<file path="config.mk">
export PLATFORM = sky130hd
export DESIGN_NAME = vbsc_result
export DESIGN_NICKNAME = d
export VERILOG_FILES = /design/src/hw/rtl/vbsc_pkg.sv /design/src/hw/rtl/vbsc_result.sv
export SDC_FILE = /design/constraint.sdc
export NUM_CORES = 1
export LEC_CHECK = 0
export ABC_AREA = 1
export BUFFER_PORTS_ARGS = -buffer_cell sky130_fd_sc_hd__buf_2
export CAP_MARGIN = 5
export CORE_ASPECT_RATIO = 1.25
export CORE_UTILIZATION = 45
export CTS_BUF_LIST = sky130_fd_sc_hd__clkbuf_8
export CTS_CLUSTER_SIZE = 24
export DETAILED_ROUTE_END_ITERATION = 8
export HOLD_SLACK_MARGIN = 0.02
export PLACE_DENSITY = 0.7
export SLEW_MARGIN = 20
export SYNTH_ARGS = -nofsm -noshare
export SYNTH_HDL_FRONTEND = slang
export SYNTH_SLANG_ARGS = --single-unit
export TNS_END_PERCENT = 1
</file>
<file path="constraint.sdc">
create_clock -name i_clk -period 3.39 [get_ports i_clk]
set_input_delay 0.1695 -clock i_clk [delete_from_list [all_inputs] [get_ports i_clk]]
set_output_delay 0.1695 -clock i_clk [all_outputs]
set_load 0.03 [all_outputs]
</file>
<file path="src/hw/rtl/vbsc_pkg.sv">
package vbsc_pkg;

    localparam int NUM_ITEMS      = 256;
    localparam int NUM_TRANS      = 1024;
    localparam int WORD_BITS      = 64;
    localparam int WORDS_PER_ITEM = NUM_TRANS / WORD_BITS;

    localparam int ITEM_W    = 8;
    localparam int TRANS_W   = 10;
    localparam int WSEL_W    = $clog2(WORDS_PER_ITEM);
    localparam int BSEL_W    = $clog2(WORD_BITS);
    localparam int ADDR_W    = ITEM_W + WSEL_W;
    localparam int MEM_DEPTH = NUM_ITEMS * WORDS_PER_ITEM;

    localparam int COUNT_W   = 11;
    localparam int PCNT_W    = $clog2(WORD_BITS + 1);
    localparam int NTRANS_W  = 11;
    localparam int MINSUP_W  = 17;
    localparam int THR_W     = NTRANS_W + MINSUP_W;
    localparam int FRAC_BITS = 16;

    localparam int CFG_IDX_W  = 2;
    localparam int CFG_DATA_W = 17;

    // Depth of the command queue and of the result queue.
    localparam int QDEPTH  = 2;
    localparam int QPTR_W  = $clog2(QDEPTH);
    localparam int QCNT_W  = $clog2(QDEPTH + 1);

    localparam logic OP_MARK  = 1'b0;
    localparam logic OP_QUERY = 1'b1;

    localparam logic [CFG_IDX_W-1:0] CFG_NUM_TRANS   = 2'd0;
    localparam logic [CFG_IDX_W-1:0] CFG_MIN_SUPPORT = 2'd1;

    typedef enum logic [1:0] {
        K_MARK,
        K_MEMBER,
        K_LAST
    } t_kind;

    typedef struct packed {
        t_kind              kind;
        logic [ITEM_W-1:0]  item;
        logic [TRANS_W-1:0] trans;
    } t_cmd;

    typedef struct packed {
        logic [COUNT_W-1:0] support_count;
        logic               frequent;
    } t_result;

    typedef enum logic [2:0] {
        S_CLEAR,
        S_IDLE,
        S_MARK,
        S_QUERY,
        S_DONE
    } t_state;

endpackage

</file>
<file path="src/hw/rtl/vbsc_result.sv">
module vbsc_result import vbsc_pkg::*; (
    input  logic               i_clk,
    input  logic               i_rst_n,
    input  logic               i_push,
    input  t_result            i_res,
    output logic               o_full,
    output logic               empty,
    input  logic               pop,
    output logic [COUNT_W-1:0] o_support_count,
    output logic               o_frequent
);

    t_result           r_q [QDEPTH];
    logic [QPTR_W-1:0] r_wp;
    logic [QPTR_W-1:0] r_rp;
    logic [QCNT_W-1:0] r_cnt;
    logic              w_push;
    logic              w_pop;

    assign o_full          = (r_cnt == QCNT_W'(QDEPTH));
    assign empty           = (r_cnt == '0);
    assign o_support_count = r_q[r_rp].support_count;
    assign o_frequent      = r_q[r_rp].frequent;
    assign w_push          = i_push && !o_full;
    assign w_pop           = pop && !empty;

    always_ff @(posedge i_clk) begin
        if (w_push) begin
            r_q[r_wp] <= i_res;
        end
    end

    always_ff @(posedge i_clk) begin
        if (!i_rst_n) begin
            r_wp  <= '0;
            r_rp  <= '0;
            r_cnt <= '0;
        end else begin
            if (w_push) begin
                r_wp <= (r_wp == QPTR_W'(QDEPTH - 1)) ? '0 : r_wp + 1'b1;
            end
            if (w_pop) begin
                r_rp <= (r_rp == QPTR_W'(QDEPTH - 1)) ? '0 : r_rp + 1'b1;
            end
            if (w_push && !w_pop) begin
                r_cnt <= r_cnt + 1'b1;
            end else if (w_pop && !w_push) begin
                r_cnt <= r_cnt - 1'b1;
            end
        end
    end

    a_no_drop: assert property (@(posedge i_clk) disable iff (!i_rst_n)
        i_push |-> !o_full)
        else $error("result beat offered to a full result queue");

endmodule

</file>
### Word level (Yosys, flattened, before mapping)

Memory sizes are Yosys's and may differ from the RTL's. A register that Yosys moved wholly into a read port is not among the register bits.
Cells that the tools add are included.

* add/subtract/negate cells: 4
* muxes and demuxes: 8
* eq/ne operators: 1
* div/mod/pow operators: 0
* bitwise operators: 0
* multiply operators: 0
* reduce and logical (&&, ||, !) cells: 10
* order comparisons: 0
* shift operators: 0

Operator list (number)
* 1-bit 2-to-1 mux: 6
* 1-bit logical AND: 4
* 1-bit logical NOT: 4
* 2-bit 2-to-1 mux: 2
* 1-bit adder (second input constant): 2
* 2-bit by 1-bit adder with 2-bit output (second input constant): 1
* 2-bit == test (second input constant): 1
* 2-bit logical NOT: 1
* 2-bit nonzero test: 1
* 2-bit by 1-bit subtractor with 2-bit output (second input constant): 1

* input bits: 16
* output and inout port bits: 14
* ROM bits: 0
* bits in writable memories: 24
* memories: 1
* register bits: 4
* bits in latches: 0

Memories
* r_q: depth 2, width 12, read ports 1, clocked after memory_dff 1, wr ports 1, RTL line vbsc_result.sv:13 `t_result r_q [QDEPTH];`

### Depth between registers and ports, before layout

* depth after elaboration: 7
* gate-level depth with buffers: 10

### Worst setup path after synthesis

No wires, ideal clock.

* path type: reg2reg
* start: register r_cnt[0]
* end: register r_cnt[1]
* required time: 3326 ps
* setup slack: 1839 ps
* cell stages (with the launch flop): 10
* clock period less this slack: 1551 ps
* data arrival time: 1487 ps
* setup time: 64 ps
* buffers on the path: 0
* path through: dfxtp_1 -> nor2_1 -> nor2_2 -> inv_1 -> ha_1 -> inv_1 -> nand3_1 -> nand2_1 -> inv_1 -> nor2_1

* cells in the longest elaborated chain, start to end: 6

Ends and longest elaborated chain
* start, declared: RTL line vbsc_result.sv:16 `logic [QCNT_W-1:0] r_cnt;`
* start signal, assigned: RTL line vbsc_result.sv:46 `r_cnt <= r_cnt + 1'b1;`
* start signal, assigned: RTL line vbsc_result.sv:48 `r_cnt <= r_cnt - 1'b1;`
* 2-bit logical NOT *: RTL line vbsc_result.sv:21 `assign empty = (r_cnt == '0);`
* net empty: RTL line vbsc_result.sv:7 `output logic empty,`
* 1-bit logical NOT *: RTL line vbsc_result.sv:25 `assign w_pop = pop && !empty;`
* 1-bit logical AND *: RTL line vbsc_result.sv:25
* 1-bit logical NOT: RTL line vbsc_result.sv:45 `if (w_push && !w_pop) begin`
* 1-bit logical AND: RTL line vbsc_result.sv:45
* 2-bit 2-to-1 mux / 2-bit nonzero test (equally long branches)

Mark *: on every way through the listed nets, which the timed path passes. The rest lies on a longest branch. The select of a mux whose other input is x is not followed.
A chain may end at the register's enable or synchronous reset.

==> metrics.txt <==
# TYPE chip_impl_metric gauge
chip_impl_metric{name="layout_worst_path_cycle_share",unit="%"} 49.28
chip_impl_info{name="rsz0062_at_grt",value="no"} 1
chip_impl_metric{name="clock_path_buffers",unit=""} 2
chip_impl_metric{name="drv.max_cap_violation_count",unit=""} 0
chip_impl_info{name="most-common-layout-cells",value="sky130_fd_sc_hd__buf_2, sky130_fd_sc_hd__edfxtp_1, sky130_fd_sc_hd__mux2_2"} 1
chip_impl_metric{name="flow.area_growth_from_synthesis",unit="%"} 22.90
chip_impl_metric{name="synth_seq_area_share",unit="%"} 73.63
chip_impl_metric{name="insertion_delay",unit="ns"} 0.27
chip_impl_info{name="final_common_cell",value="sky130_fd_sc_hd__buf_2"} 1
chip_impl_metric{name="clock-sinks",unit=""} 29
chip_impl_metric{name="core_area",unit="um2"} 2258
chip_impl_info{name="worst_min_delay_path_startpoint",value="i_res[3]"} 1
chip_impl_metric{name="relSlewSlack",unit="%"} 35.10
chip_impl_info{name="critPathCaptureType",value="primary output"} 1
chip_impl_metric{name="synth.cell_area",unit="um2"} 1115
chip_impl_metric{name="finalPower",unit="uW"} 1083
chip_impl_metric{name="globalplace.congestion",unit=""} 0.6083
chip_impl_metric{name="netlist-cell-type-count",unit=""} 15
chip_impl_info{name="worstSetupPathType",value="reg2out"} 1
chip_impl_info{name="yosys.area.top_type",value="sky130_fd_sc_hd__edfxtp_1"} 1
chip_impl_metric{name="worstHoldPathCells",unit=""} 1
chip_impl_metric{name="antenna_left",unit=""} 0
chip_impl_metric{name="cts_inserted_buffers",unit=""} 5
chip_impl_metric{name="globalRouteTotalUtil",unit="%"} 14.69
chip_impl_metric{name="synth_nets",unit=""} 92
chip_impl_metric{name="grt_start_max_net_pins",unit=""} 13
chip_impl_metric{name="pin_count",unit=""} 30
chip_impl_metric{name="r2r_slack",unit="ns"} 1.75
chip_impl_info{name="worst_r2r_startpoint",value="r_cnt[0]$_SDFFE_PN0P_"} 1
chip_impl_metric{name="max-vdd-ir-drop",unit="uV"} 426.3
chip_impl_metric{name="routed-via-count",unit=""} 665
chip_impl_metric{name="postSynthAreaPerCell",unit="um2"} 14.86
chip_impl_info{name="holdCritPathClass",value="in2reg"} 1
chip_impl_metric{name="required_time_of_the_worst_setup_path",unit="ns"} 3.22
chip_impl_metric{name="drcViolationCount",unit=""} 0
chip_impl_metric{name="insertedDiodeCount",unit=""} 0
chip_impl_metric{name="worst-slew-pin-transition",unit="ns"} 0.9699
chip_impl_info{name="worst_hold_path.endpoint",value="r_q[1][3]$_DFFE_PP_"} 1
chip_impl_metric{name="dr_vias_cell",unit=""} 4.683
chip_impl_metric{name="yosys_warnings",unit=""} 0
chip_impl_metric{name="multi_input_area",unit="um2"} 249.0
chip_impl_info{name="regToRegEndpoint",value="r_q[0][4]$_DFFE_PP_"} 1
chip_impl_metric{name="ys_ff_latch",unit=""} 29
chip_impl_metric{name="report.final.hold_viol_count",unit=""} 0
chip_impl_metric{name="globalRouteOverflowTotal",unit=""} 0
chip_impl_metric{name="grt_pass1_vias",unit=""} 646
chip_impl_metric{name="floorplan.initialDensity",unit="%"} 49.36
chip_impl_metric{name="drive_gt1_share",unit="%"} 45.95
chip_impl_metric{name="port_buffers",unit=""} 29
chip_impl_metric{name="synth.top_cell.area_share",unit="%"} 64.65
chip_impl_metric{name="fin_nets",unit=""} 127
chip_impl_info{name="timing.critical_path.from_type",value="register"} 1
chip_impl_metric{name="firstDrtPassIters",unit=""} 4
chip_impl_metric{name="r2r_worst_path_depth",unit=""} 2
chip_impl_metric{name="wl_per_cell",unit="um"} 10.95
chip_impl_metric{name="power.static_leakage",unit="uW"} 0.0005626
chip_impl_metric{name="crit_fanout",unit=""} 12
chip_impl_metric{name="finalCriticalPeriod",unit="ns"} 1.671
chip_impl_metric{name="post_cts.resized_instances",unit=""} 0
chip_impl_metric{name="timing.final.setup_violations",unit=""} 0
chip_impl_metric{name="floorplan.die.width",unit="um"} 46.52
chip_impl_metric{name="row_count",unit=""} 19
chip_impl_metric{name="cp_data_arrival_time",unit="ns"} 1.50
chip_impl_metric{name="cts-htree-levels",unit=""} 2
chip_impl_metric{name="setup_tns",unit="ns"} 0
chip_impl_metric{name="finClkSkew",unit="ns"} 0.001101
chip_impl_metric{name="place_hpwl",unit="um"} 1064
chip_impl_info{name="run_status",value="finished, final reports clean"} 1
chip_impl_metric{name="antenna_found_initial",unit=""} 0
chip_impl_metric{name="floorplan.die_area",unit="um2"} 2682
chip_impl_metric{name="die_height",unit="um"} 57.65
chip_impl_metric{name="initial_drc_count",unit=""} 8
chip_impl_metric{name="cts.clk_slew.worst_paths",unit="ns"} 0.06
chip_impl_metric{name="finalHoldWorstSlack",unit="ns"} 0.07883
chip_impl_metric{name="cts_post_setup_buffers_inserted",unit=""} 0
chip_impl_info{name="cts_root_buf",value="sky130_fd_sc_hd__clkbuf_8"} 1
chip_impl_metric{name="maxSlewViolCount",unit=""} 0
chip_impl_metric{name="power_density",unit="nW/um2"} 790.8
chip_impl_info{name="yosys-top-cells-area",value="sky130_fd_sc_hd__edfxtp_1, sky130_fd_sc_hd__mux2_2, sky130_fd_sc_hd__dfxtp_1"} 1
chip_impl_metric{name="max_clock_freq",unit="MHz"} 598.6
chip_impl_metric{name="syn_inst",unit=""} 75
chip_impl_info{name="cts_tree",value="built"} 1
chip_impl_metric{name="post_cts_hold_buffer_count",unit=""} 0
chip_impl_metric{name="route.final.wire_length",unit="um"} 1555
chip_impl_metric{name="grt_pass1_wl",unit="um"} 2539
chip_impl_metric{name="n_fill_cell",unit=""} 189
chip_impl_metric{name="layout.area.seq",unit="um2"} 820.8
## cell usage after synthesis, drive strengths merged
cell	number
mux2	12
inv	9
nor2	11
dfxtp	5
ha	1
nand3	1
nand2	6
a21oi	1
buf	1
o21ai	3
edfxtp	24
nand4	1
## power by group
group	leakage (uW)	total, uW	internal (uW)	switching [uW]
clock	0.0000491	256	138	117
sequential	0.000265	492	455	37.5
combinational	0.000248	335	116	220
## state kept, by name, summed over array words and instances, names as in the netlist, named ones only
name	cells
r_cnt	2
r_q	24
r_rp	1
r_wp	1
## per-stage QoR
stage	cell area (um2)	setup slack (ns)	std cells	utilization (%)
final	1370	1.719	142	60.66
after global routing	1370	1.600	142	60.66
after CTS	1370	1.693	142	60.66
after detailed placement	1287	1.705	134	57.01
after global placement	1287	1.740	134	57.01
after floorplan	1115	1.839	75	-
## how the worst max path moves through the flow
stage	end	slack, ns	cells after the start
final	o_support_count[2]	1.72	2
after global routing	r_q[1][1]$_DFFE_PP_	1.60	2
after CTS	o_support_count[1]	1.69	2
after detailed placement	r_q[1][3]$_DFFE_PP_	1.70	2
after global placement	r_q[0][0]$_DFFE_PP_	1.74	2
after floorplan	r_cnt[1]$_SDFFE_PN0P_	1.84	9
## worst max-delay path: stages, from the launching register on
cell and delay, ns:
sky130_fd_sc_hd__dfxtp_1 0.66, sky130_fd_sc_hd__mux2_2 0.39, sky130_fd_sc_hd__buf_2 0.17
## area by class of cell
cell class / instances / share of cell area, %
Clock buffer: 5 / 5.023
Tap cell: 31 / 2.831
Inverter: 9 / 2.466
Timing Repair Buffer: 29 / 10.59
Clock inverter: 3 / 1.005
Multi-Input combinational cell: 36 / 18.17
Sequential cell: 29 / 59.91
## layer usage
layer	part of all wire [%]	GRT usage [%]	wire, um	vias up
met5	0	0	0	-
met4	3.0	10.08	46	0
met3	8.2	8.411	127	5
met2	52	23.81	803	23
met1	37	12.90	578	307
li1	-	-	-	330
## cells by family after synthesis
kind of cell	after synthesis	share of synthesized area [%]
multiplexers	12	12.12
AO/OA/AOI/OAI	4	2.132
AND/OR/NAND/NOR	19	6.959
flip-flops	29	73.63
buffers and inverters	10	4.040
adder cells (fa/ha/maj)	1	1.122
No activity file was read; power rests on OpenSTA's default activity.
