File: config.mk
export PLATFORM = sky130hd
export DESIGN_NAME = vbsc_front
export DESIGN_NICKNAME = d
export VERILOG_FILES = /design/src/hw/rtl/vbsc_pkg.sv /design/src/hw/rtl/vbsc_front.sv
export SDC_FILE = /design/constraint.sdc
export NUM_CORES = 1
export LEC_CHECK = 0
export ABC_AREA = 1
export BUFFER_PORTS_ARGS = -buffer_cell sky130_fd_sc_hd__buf_2
export CORE_ASPECT_RATIO = 0.75
export CORE_MARGIN = 3
export CORE_UTILIZATION = 57
export CTS_BUF_LIST = sky130_fd_sc_hd__clkbuf_2 sky130_fd_sc_hd__clkbuf_4 sky130_fd_sc_hd__clkbuf_8
export CTS_CLUSTER_SIZE = 25
export DETAILED_ROUTE_END_ITERATION = 16
export PLACE_DENSITY = 0.83
export SYNTH_ARGS = -nofsm -noshare
export SYNTH_HDL_FRONTEND = slang
export SYNTH_SLANG_ARGS = --single-unit
File: constraint.sdc
create_clock -name i_clk -period 3.3 [get_ports i_clk]
set_input_delay 0.165 -clock i_clk [delete_from_list [all_inputs] [get_ports i_clk]]
set_output_delay 0.165 -clock i_clk [all_outputs]
set_load 0.005 [all_outputs]
File: src/hw/rtl/vbsc_pkg.sv
package vbsc_pkg;

    localparam int NUM_ITEMS      = 256;
    localparam int NUM_TRANS      = 1024;
    localparam int WORD_BITS      = 64;
    localparam int WORDS_PER_ITEM = NUM_TRANS / WORD_BITS;

    localparam int ITEM_W    = 8;
    localparam int TRANS_W   = 10;
    localparam int WSEL_W    = $clog2(WORDS_PER_ITEM);
    localparam int BSEL_W    = $clog2(WORD_BITS);
    localparam int ADDR_W    = ITEM_W + WSEL_W;
    localparam int MEM_DEPTH = NUM_ITEMS * WORDS_PER_ITEM;

    localparam int COUNT_W   = 11;
    localparam int PCNT_W    = $clog2(WORD_BITS + 1);
    localparam int NTRANS_W  = 11;
    localparam int MINSUP_W  = 17;
    localparam int THR_W     = NTRANS_W + MINSUP_W;
    localparam int FRAC_BITS = 16;

    localparam int CFG_IDX_W  = 2;
    localparam int CFG_DATA_W = 17;

    // Depth of the command queue and of the result queue.
    localparam int QDEPTH  = 2;
    localparam int QPTR_W  = $clog2(QDEPTH);
    localparam int QCNT_W  = $clog2(QDEPTH + 1);

    localparam logic OP_MARK  = 1'b0;
    localparam logic OP_QUERY = 1'b1;

    localparam logic [CFG_IDX_W-1:0] CFG_NUM_TRANS   = 2'd0;
    localparam logic [CFG_IDX_W-1:0] CFG_MIN_SUPPORT = 2'd1;

    typedef enum logic [1:0] {
        K_MARK,
        K_MEMBER,
        K_LAST
    } t_kind;

    typedef struct packed {
        t_kind              kind;
        logic [ITEM_W-1:0]  item;
        logic [TRANS_W-1:0] trans;
    } t_cmd;

    typedef struct packed {
        logic [COUNT_W-1:0] support_count;
        logic               frequent;
    } t_result;

    typedef enum logic [2:0] {
        S_CLEAR,
        S_IDLE,
        S_MARK,
        S_QUERY,
        S_DONE
    } t_state;

endpackage

File: src/hw/rtl/vbsc_front.sv
module vbsc_front import vbsc_pkg::*; (
    input  logic               i_clk,
    input  logic               i_rst_n,
    input  logic               push,
    output logic               full,
    input  logic               i_opcode,
    input  logic [ITEM_W-1:0]  i_item_index,
    input  logic [TRANS_W-1:0] i_transaction_index,
    input  logic               i_last,
    input  logic               i_hold,
    output logic               o_cmd_valid,
    output t_cmd               o_cmd,
    input  logic               i_cmd_pop
);

    t_cmd              r_q [QDEPTH];
    logic [QPTR_W-1:0] r_wp;
    logic [QPTR_W-1:0] r_rp;
    logic [QCNT_W-1:0] r_cnt;
    t_cmd              w_cmd;
    logic              w_push;
    logic              w_pop;

    always_comb begin
        w_cmd.item  = i_item_index;
        w_cmd.trans = i_transaction_index;
        if (i_opcode == OP_MARK) begin
            w_cmd.kind = K_MARK;
        end else if (i_last) begin
            w_cmd.kind = K_LAST;
        end else begin
            w_cmd.kind = K_MEMBER;
        end
    end

    assign full        = i_hold || (r_cnt == QCNT_W'(QDEPTH));
    assign o_cmd_valid = (r_cnt != '0);
    assign o_cmd       = r_q[r_rp];
    assign w_push      = push && !full;
    assign w_pop       = i_cmd_pop && o_cmd_valid;

    always_ff @(posedge i_clk) begin
        if (w_push) begin
            r_q[r_wp] <= w_cmd;
        end
    end

    always_ff @(posedge i_clk) begin
        if (!i_rst_n) begin
            r_wp  <= '0;
            r_rp  <= '0;
            r_cnt <= '0;
        end else begin
            if (w_push) begin
                r_wp <= (r_wp == QPTR_W'(QDEPTH - 1)) ? '0 : r_wp + 1'b1;
            end
            if (w_pop) begin
                r_rp <= (r_rp == QPTR_W'(QDEPTH - 1)) ? '0 : r_rp + 1'b1;
            end
            if (w_push && !w_pop) begin
                r_cnt <= r_cnt + 1'b1;
            end else if (w_pop && !w_push) begin
                r_cnt <= r_cnt - 1'b1;
            end
        end
    end

    a_cnt_bound: assert property (@(posedge i_clk) disable iff (!i_rst_n)
        r_cnt <= QCNT_W'(QDEPTH))
        else $error("command queue count out of range");

    a_cnt_track: assert property (@(posedge i_clk) disable iff (!i_rst_n)
        (w_push && !w_pop) |=> (r_cnt == $past(r_cnt) + 1'b1))
        else $error("command queue count missed a push");

endmodule

Word level (Yosys, flattened, before mapping)
Memory sizes are Yosys's and may differ from the RTL's. A register that Yosys moved wholly into a read port is not among the register bits.
Cells that the tools add are included.
{"block": "word_totals", "ff_bits": 4, "ramBits": 40, "in_bits": 25, "out_inout_bits": 22, "wordCells": 29, "mem_count": 1}
{"name": "r_q", "depth": 2, "word_bits": 20, "rd": 1, "rd_clocked_by_memory_dff": 1, "wr": 1, "line": "vbsc_front.sv:16", "text": "t_cmd r_q [QDEPTH];"}
{"block": "op_classes", "n_addsub": 4, "n_eq_ne": 1, "n_mux": 10, "n_reduce_logical": 10}
{"op": "$mux 2", "n": 4}
{"op": "$mux 1", "n": 6}
{"op": "$logic_and 1x1->1", "n": 4}
{"op": "$reduce_bool 2->1", "n": 2}
{"op": "$logic_not 1->1", "n": 3}
{"op": "$add 1x1->1 const B", "n": 2}
{"op": "$add 2x1->2 const B", "n": 1}
{"op": "$eq 2x2->1 const B", "n": 1}
{"op": "$sub 2x1->2 const B", "n": 1}
{"op": "$logic_or 1x1->1", "n": 1}

Logic depth before layout (Yosys ltp)
Gate-level depths: netlist (run 1).
{"block": "logic_depth", "ltp_word": 8, "ltp_mapped": 11, "ltp_nobuf": 11}

Worst setup path after synthesis (run 1)
OpenSTA, ideal clock, no wires.
{"block": "synth_path", "kind": "register to register", "from": "register r_cnt[0]", "to": "memory r_q[0][0] in the netlist's numbering, enable pin", "setup_time_ps": 397, "t_arrival_ps": 1415, "required_ps": 2903, "path_slack_ps": 1489, "stages_incl_launch_ff": 5, "n_path_buf": 0, "synth_period_minus_slack_ps": 1811, "cell_sequence": "dfxtp_1 -> inv_2 -> nand2_2 -> nand3_2 -> nor2_1"}
{"block": "synth_via", "elab_chain_cells": 6}
{"item": "start, declared", "line": "vbsc_front.sv:19", "text": "logic [QCNT_W-1:0] r_cnt;"}
{"item": "start signal, assigned", "line": "vbsc_front.sv:61", "text": "r_cnt <= r_cnt + 1'b1;"}
{"item": "start signal, assigned", "line": "vbsc_front.sv:63", "text": "r_cnt <= r_cnt - 1'b1;"}
{"item": "$eq 2x2->1", "line": "vbsc_front.sv:36", "text": "assign full = i_hold || (r_cnt == QCNT_W'(QDEPTH));"}
{"item": "$logic_or 1x1->1", "line": "vbsc_front.sv:36"}
{"item": "$logic_not 1->1", "line": "vbsc_front.sv:39", "text": "assign w_push = push && !full;"}
{"item": "$logic_and 1x1->1", "line": "vbsc_front.sv:39"}
{"item": "$mux 1", "line": "vbsc_front.sv:43", "text": "if (w_push) begin"}
{"item": "$mux 1 (not written as such)", "line": "vbsc_front.sv:44", "text": "r_q[r_wp] <= w_cmd;"}
{"item": "end, declared", "line": "vbsc_front.sv:16"}
Every way passes these cells.

==> results of run 1 <==
==> cell families (layout without fill, tap and decap cells) <==
kind of cell	Yosys count	in the layout	synth area share, %
flip-flops	45	45	75.3
AND/OR/NAND/NOR	23	23	5.86
AO/OA/AOI/OAI	3	3	1.01
multiplexers	20	20	13.0
adder cells (fa/ha/maj)	1	1	0.723
buffers and inverters	15	67	4.12
==> report_power, final <==
group | switching [mW] | total (mW) | leakage (nW) | internal [mW]
logic | 0.0978 | 0.209 | 0.386 | 0.111
registers | 0.0362 | 0.702 | 0.408 | 0.666
clock network | 0.172 | 0.394 | 0.0518 | 0.223
total | 0.306 | 1.31 | 0.846 | 1.00
==> final cells by class <==
cell class / count / area [µm²] / share of cell area, %
Clock buffer: 5 / 68.8 / 3.29
Sequential cell: 45 / 1300 / 62.1
Inverter: 13 / 48.8 / 2.33
Timing Repair Buffer: 46 / 230 / 11.0
Tap cell: 36 / 45.0 / 2.15
Multi-Input combinational cell: 47 / 359 / 17.1
Clock inverter: 3 / 41.3 / 1.97
==> layer usage <==
layer | routed length (µm) | vias to the layer above | GRT usage, %
li1 | - | 479 | -
met1 | 1060 | 465 | 18.0
met2 | 1520 | 38 | 28.6
met3 | 189 | 4 | 6.34
met4 | 38 | 0 | 9.74
met5 | 0 | - | 0
==> flip-flops by register name, summed over array words and instances, names as in the netlist, named ones only <==
register / flops
r_q: 40
r_wp: 1
r_rp: 1
r_cnt: 2
==> per-stage QoR <==
step	worst slack (ns)	cells
3_3_place_gp	1.58	187
4_1_cts	1.36	195
6_report	1.40	195
3_5_place_dp	1.51	187
2_1_floorplan	1.49	107
5_1_grt	1.29	195
==> how the worst max path moves through the flow <==
stage / from / cells after the start / to / slack, ns
final: register / 2 / o_cmd[9] / 1.40
after global routing: register / 2 / o_cmd[16] / 1.29
after CTS: register / 2 / o_cmd[9] / 1.36
after detailed placement: r_cnt[0] / 4 / r_q[0][9] / 1.51
after global placement: r_cnt[0] / 4 / r_q[0][5] / 1.58
after floorplan: r_cnt[0] / 4 / r_q[0][0] / 1.49
==> Yosys cell counts (all sizes together) <==
master and instances:
nand4 2, nand2 12, o21ai 1, edfxtp 40, buf 2, mux2 20
o21a 1, inv 13, a21oi 1, nor2 7, dfxtp 5, ha 1
nand3 2
==> flow_summary_export.csv, run 1 <==
group,metric,value,unit
outcome,outcome,"finished, final reports clean",
sta,fin_crit_sh,57.6,%
clock_network,clk_path_buf_depth,2,
drt,drc,0,
pwr,power_density,623,nW/µm²
worst_setup_path,crit_slowest_cell,"dfxtp_1",
clock_network,cts.hold.buffers_added,0,
sta,worst-slew-pin-transition,0.975,ns
worst_setup_path,crit_arrival,1.73,ns
clock_network,insertion_delay,0.29,ns
synth,synth_area_leaders,"edfxtp_1, mux2_2, dfxtp_1",
final_layout,final_cell_mix,"buf_2, edfxtp_1, mux2_2, inv_1, nand2_1",
die,dieArea,3740,µm²
pwr,p_total,1.31,mW
synth,syn_nets,133,
worst_setup_path,crit_path_end_kind,"output pin",
final_layout,fin_util,76.4,%
min_path,whs_endpoint,"r_q[1][9]",
final_layout,nNetsFinal,184,
sta,max_slew_margin,34.9,%
worst_setup_path,required,3.13,ns
sta,rsz0062_at_grt,"false",
min_path,hold_start,"i_transaction_index[9]",
die,die_h,53.7,µm
final_layout,final_area,2090,µm²
synth,synth.distinct_cells,16,
final_layout,fillers,183,
place,place_area,1980,µm²
synth,synth_top_area_cell,"edfxtp_1",
worst_setup_path,cp_max_fo,20,
synth,yosysSeqAreaShare,75.3,%
global_routing,grt_pass1_vias,1010,
synth,yosysWarnings,0,
sta,skew,0.00623,ns
worst_setup_path,path_buf_inv,1,
flow_run,cap_viol_max_count,0,
clock_network,cts_buffers,5,
global_routing,grt_max_degree,21,
clock_network,cts-root-buf,"clkbuf_8",
global_routing,gr-total-overflow,0,
min_path,holdPathStages,1,
worst_setup_path,cp-start-kind,"register",
drt,num_vias,986,
pwr,ir_worst_vdd,0.000587,V
drt,viasPerCell,5.06,
global_routing,grt_antenna_before_repair,0,
final_layout,area_delta_synth_final,21.1,%
sta,final_hold_viol_count,0,
worst_setup_path,cp_top_family,"flip-flops",
drt,wire_per_inst,14.4,µm
die,rows,16,
worst_setup_path,r2r_start,"r_cnt[0]",
place,gp_congestion,0.660,
pwr,power.leakage,0.846,nW
worst_setup_path,reg2reg_slack,1.52,ns
synth,synth_top_area_share,69.5,%
final_layout,layout-drive-gt1-share,48.4,%
worst_setup_path,max_stage_delay,0.89,ns
die,io-pin-count,47,
worst_setup_path,path_cells,"mux2_2 > buf_2",
synth,synth_seq_cells,45,
global_routing,grt_pass1_wl,4.45,mm
global_routing,track_usage,16.6,%
die,die_x,69.6,µm
place,dp_hpwl,2.01,mm
sta,min_period,1.90,ns
sta,timing.hold.ws,0.0622,ns
clock_network,post_cts_resized,0,
sta,tns,0,ns
clock_network,cts_tree,"done",
worst_setup_path,worst-r2r-cell-count,4,
place,portBuffers,46,
synth,synthCells,107,
worst_setup_path,criticalPathCategory,"reg2out",
die,start_util,63.0,%
sta,setup_violations,0,
sta,clock.fmax,526,MHz
worst_setup_path,worstReg2RegEnd,"r_q[0][2]",
clock_network,htreeDepth,2,
clock_network,cts_sinks,45,
final_layout,insertedDiodeCount,0,
sta,slew_violations,0,
drt,dr.pass1.iters,4,
drt,ant_nets,0,
drt,totalWireLength,2.80,mm
min_path,hp-class,"in2reg",
clock_network,post_cts_buffers,0,
final_layout,layout_commonest_cell,"buf_2",
die,core,2740,µm²
drt,drt_iter0_markers,45,
clock_network,cts.clk_slew.worst_paths,0.08,ns
synth,syn_area_per_cell,16.2,µm²
synth,syn_area,1730,µm²
Power figures use the tool's default switching activity.
==> run 2, diff against run 1 <==
Settings changed: ABC_AREA 1 to 0, CORE_UTILIZATION 57 to 53, PLACE_DENSITY 0.83 to 0.78.
Clock period 3.3 ns to 1.9 ns, I/O delays scaled along.
==> flow_summary_export.csv, run 2 <==
group,metric,value,unit
synth,synth-edff-count,40,
place,post-place-cells,176,
die,start_util,56.4,%
sta,fin_crit_sh,86.3,%
pwr,p_int,1.83,mW
sta,setup_violations,0,
die,core,3000,µm²
final_layout,largest_reg_flops,40,
clock_network,cts_sinks,45,
final_layout,multi_input_area,383,µm²
final_layout,final_cell_mix,"buf_2, edfxtp_1, mux2_2, dlygate4sd3_1",
global_routing,grt_pass1_wl,4.50,mm
synth,syn_area,1690,µm²
global_routing,grt_max_degree,21,
worst_setup_path,crit_arrival,1.86,ns
clock_network,cts-root-buf,"clkbuf_8",
place,portBuffers,46,
place,place_area,1990,µm²
pwr,ir_worst_vdd,0.000784,V
sta,timing.hold.ws,0.0935,ns
final_layout,final_area,2260,µm²
synth,synth_area_leaders,"edfxtp_1, mux2_2, dfxtp_1",
final_layout,layout_commonest_cell,"buf_2",
worst_setup_path,criticalPathCategory,"reg2reg",
worst_setup_path,crit_path_end_kind,"register",
pwr,power.leakage,0.873,nW
sta,slew_violations,0,
drt,viasPerCell,4.85,
outcome,outcome,"finished, final reports clean",
final_layout,seq_area,1300,µm²
drt,num_vias,979,
clock_network,clk_path_buf_depth,2,
die,die_h,54.9,µm
final_layout,top_regs,"r_q x40, r_cnt x2",
synth,synth_seq_cells,45,
synth,syn_nets,116,
die,die_x,71.2,µm
die,rows,17,
synth,synthMostInstantiatedCell,"edfxtp_1",
sta,final_hold_viol_count,0,
drt,drc,0,
pwr,switching_share,25.3,%
synth,yosysSeqAreaShare,76.9,%
final_layout,fillers,194,
final_layout,regMostFlops,"r_q",
drt,wire_per_inst,14.8,µm
clock_network,insertion_delay,0.29,ns
drt,totalWireLength,3.00,mm
drt,ant_nets,0,
min_path,hp-class,"in2reg",
clock_network,post_cts_resized,0,
place,dp_hpwl,2.02,mm
pwr,seq_power_share,51.2,%
global_routing,grt_pass1_vias,994,
sta,clock.fmax,610,MHz
sta,tns,0,ns
final_layout,nNetsFinal,189,
final_layout,insertedDiodeCount,0,
global_routing,track_usage,16.2,%
global_routing,gr-total-overflow,0,
clock_network,htreeDepth,2,
worst_setup_path,required,2.12,ns
clock_network,cts.clk_slew.worst_paths,0.08,ns
drt,drt_iter0_markers,32,
die,dieArea,3910,µm²
clock_network,cts_tree,"done",
pwr,power_density,1090,nW/µm²
sta,skew,0.00371,ns
place,gp_congestion,0.743,
worst_setup_path,cp-start-kind,"register",
final_layout,layout-drive-gt1-share,48.8,%
sta,worst-slew-pin-transition,0.348,ns
final_layout,finalNonFillerCells,202,
sta,min_period,1.64,ns
pwr,switchingPower,621,µW
synth,syn_area_per_cell,18.8,µm²
clock_network,cts_buffers,5,
synth,synth_top_area_share,71.0,%
global_routing,grt_antenna_before_repair,0,
flow_run,cap_viol_max_count,0,
final_layout,area_delta_synth_final,33.5,%
pwr,clockPowerShare,23.0,%
synth,synthCells,90,
synth,synth.distinct_cells,18,
synth,synth_top_area_cell,"edfxtp_1",
pwr,combPwrFrac,25.9,%
synth,synth_ff_type,"edfxtp_1",
sta,rsz0062_at_grt,"false",
clock_network,cts.hold.buffers_added,17,
worst_setup_path,cp_max_fo,5,
sta,max_slew_margin,76.8,%
clock_network,post_cts_buffers,0,
synth,async_reset_ff_share,0,%
synth,yosysWarnings,0,
synth,ys_top_cells_by_count,"edfxtp_1, mux2_2, and2_1, dfxtp_1, nor2b_1",
die,io-pin-count,47,
drt,dr.pass1.iters,2,
-- run 2: cell types whose count changed after synthesis, moves of 2 or more --
cell | previous run | this run
nor2b_1 | 0 | 3
nand4_1 | 2 | 0
and2_1 | 0 | 5
xnor2_1 | 0 | 2
inv_1 | 12 | 0
buf_6 | 2 | 0
o21ai_1 | 0 | 2
nand2_1 | 11 | 1
nand2b_1 | 0 | 2
nor2_1 | 7 | 0
buf_2 | 0 | 2
-- run 2: worst paths after layout --
check | start | endpoint | slack, ns | cells past startpoint
worst max register to register | r_cnt[0] | r_cnt[1] | 0.26 | 5
worst min register to register | r_wp | r_wp | 0.52 | 2
worst max-delay path | r_cnt[0] | r_cnt[1] | 0.26 | 5
worst min-delay path | i_rst_n | register | 0.09 | 2
-- run 2: routing by layer --
layer | global-route usage [%] | vias to the layer above | wire, µm
met1 | 19.8 | 457 | 1340
met2 | 27.9 | 31 | 1480
met5 | 0 | - | 0
met4 | 5.63 | 0 | 21
li1 | - | 489 | -
met3 | 4.87 | 2 | 161
-- run 2: logic make-up after synthesis --
logic type | share of synthesized area [%]
buffers and inverters | 0.592
AOI/OAI and AO/OA | 1.33
adders and majority gates | 0.740
and+or+nand+nor | 5.55
xor gates and xnor gates | 1.55
DFF | 76.9
muxes | 13.3
-- run 2: per-stage QoR --
step / util (%) / power, mW / worst slack, ns
finish: 75.3 / 2.45 / 0.261
global route: 75.3 / 2.59 / 0.182
CTS: 75.0 / 2.48 / 0.243
detailed placement: 66.4 / 1.89 / 0.273
global placement: 66.4 / 1.86 / 0.355
floorplan: - / 1.64 / 0.222
-- run 2: power groups by stage --
stage | combinational, mW | clock, mW | sequential [mW]
CTS | 0.642 | 0.579 | 1.26
finish | 0.634 | 0.563 | 1.26
floorplan | 0.390 | 0 | 1.25
global route | 0.693 | 0.631 | 1.27
global placement | 0.592 | 0 | 1.27
detailed placement | 0.612 | 0 | 1.28
-- run 2: worst max-delay path: stages (launching register included) --
cell	delay (ns)
dfxtp_1	0.35
nand2b_1	0.20
and2_1	0.19
ha_1	0.34
or3_1	0.36
a21boi_1	0.14
-- run 2: final cells by class --
type	count	share of cell area, %
Clock inverter	2	0.443
Timing Repair Buffer	68	19.5
Sequential cell	45	57.6
Tap cell	38	2.11
Clock buffer	6	3.38
Multi-Input combinational cell	43	17.0
==> run 3, diff against run 2 <==
Settings changed: CORE_MARGIN 3 to not set, CORE_UTILIZATION 53 to 50, PLACE_DENSITY 0.78 to 0.74.
==> flow_summary_export.csv, run 3 (synthesis results as in run 2) <==
group,metric,value,unit
outcome,outcome,"finished, final reports clean",
clock_network,cts.hold.buffers_added,17,
drt,wire_per_inst,15.5,µm
sta,clock.fmax,592,MHz
global_routing,track_usage,19.0,%
drt,num_vias,1015,
clock_network,cts_buffers,5,
drt,viasPerCell,4.98,
drt,ant_nets,0,
final_layout,area_delta_synth_final,35.8,%
worst_setup_path,crit_path_end_kind,"register",
worst_setup_path,max_stage_delay,0.37,ns
clock_network,cts_tree,"done",
final_layout,top_regs,"r_q x40, r_cnt x2",
die,die_x,69.2,µm
die,rows,17,
drt,drc,0,
drt,dr.pass1.iters,4,
clock_network,cts.clk_slew.worst_paths,0.08,ns
clock_network,insertion_delay,0.29,ns
die,dieArea,3620,µm²
global_routing,grt_pass1_vias,1050,
die,core,3080,µm²
clock_network,cts-root-buf,"clkbuf_8",
worst_setup_path,cp-start-kind,"register",
pwr,power_density,1140,nW/µm²
final_layout,final_area,2300,µm²
worst_setup_path,path_buf_inv,0,
sta,rsz0062_at_grt,"false",
worst_setup_path,criticalPathCategory,"reg2reg",
final_layout,largest_reg_flops,40,
place,dp_hpwl,2.01,mm
place,portBuffers,46,
clock_network,post_cts_resized,0,
global_routing,grt_antenna_before_repair,0,
drt,drt_iter0_markers,62,
worst_setup_path,path_cells,"nand2b_1 > and2_1 > ha_1 > or3_1 > a21boi_1",
pwr,p_total,2.61,mW
worst_setup_path,crit_arrival,1.91,ns
min_path,hp-class,"in2reg",
place,place_area,2010,µm²
sta,min_period,1.69,ns
final_layout,nNetsFinal,191,
final_layout,layout-drive-gt1-share,48.8,%
final_layout,finalNonFillerCells,204,
sta,max_slew_margin,84.0,%
sta,setup_violations,0,
sta,skew,0.00353,ns
worst_setup_path,crit_slowest_cell,"or3_1",
pwr,ir_worst_vdd,0.000741,V
place,post-place-cells,178,
clock_network,htreeDepth,2,
final_layout,insertedDiodeCount,0,
global_routing,gr-total-overflow,0,
sta,slew_violations,0,
final_layout,fillers,191,
sta,fin_crit_sh,88.9,%
clock_network,cts_sinks,45,
die,io-pin-count,47,
sta,worst-slew-pin-transition,0.240,ns
clock_network,clk_path_buf_depth,2,
final_layout,layout_commonest_cell,"buf_2",
worst_setup_path,cp_max_fo,5,
sta,tns,0,ns
sta,final_hold_viol_count,0,
flow_run,cap_viol_max_count,0,
final_layout,final_cell_mix,"buf_2, edfxtp_1, mux2_2, dlygate4sd3_1, buf_4",
clock_network,post_cts_buffers,0,
pwr,power.leakage,0.892,nW
final_layout,regMostFlops,"r_q",
worst_setup_path,required,2.12,ns
die,die_h,52.4,µm
worst_setup_path,cp_top_family,"simple AND/OR/NAND/NOR gates",
die,start_util,54.8,%
global_routing,grt_pass1_wl,4.91,mm
drt,totalWireLength,3.16,mm
place,gp_congestion,0.783,
global_routing,grt_max_degree,14,
run 3: cell count changes in the layout (fill, tap and decap cells not counted):
cell and change:
buf_4 +2, clkinv_2 -2, bufinv_16 +1, clkinv_1 +1
run 3: worst paths after layout:
path	depth (start not counted)	from	to	slack, ns
max	5	r_cnt[0]	r_cnt[1]	0.21
min	2	i_rst_n	register	0.09
max reg2reg	5	r_cnt[0]	r_cnt[1]	0.21
min reg2reg	2	r_wp	r_wp	0.50
run 3: power breakdown:
part	internal (mW)	switching [mW]	leakage [nW]
Clock	0.402	0.302	0.0563
Sequential	1.19	0.0481	0.408
Combinational	0.379	0.290	0.427
Total	1.97	0.640	0.892
run 3: area by class of cell:
class	instances	area [µm²]	share of cell area (%)
clock buffers	6	76.3	3.32
clock inverters	2	33.8	1.47
multi-input cells	43	383	16.7
flip-flops and latches	45	1300	56.6
well taps	38	47.5	2.07
repair buffers	70	455	19.8
run 3: through the flow:
stage | setup WS [ns] | hold slack (ns) | util [%]
after global placement | 0.353 | 0.283 | 65.1
after global routing | 0.140 | 0.0888 | 74.5
final | 0.210 | 0.0897 | 74.5
after detailed placement | 0.240 | 0.287 | 65.1
after floorplan | 0.222 | 0.194 | -
after CTS | 0.215 | 0.00482 | 74.2
run 3: worst register-to-register path: stages, from the launching register on:
cell and delay, ns:
dfxtp_1 0.36, nand2b_1 0.21, and2_1 0.19, ha_1 0.35, or3_1 0.37, a21boi_1 0.14
run 3: routing by layer:
metal	vias to the layer above	wire [µm]	track usage (%)
met2	30	1690	33.3
met3	4	158	5.77
li1	491	-	-
met1	490	1280	21.6
met5	-	0	0
met4	0	31	9.52
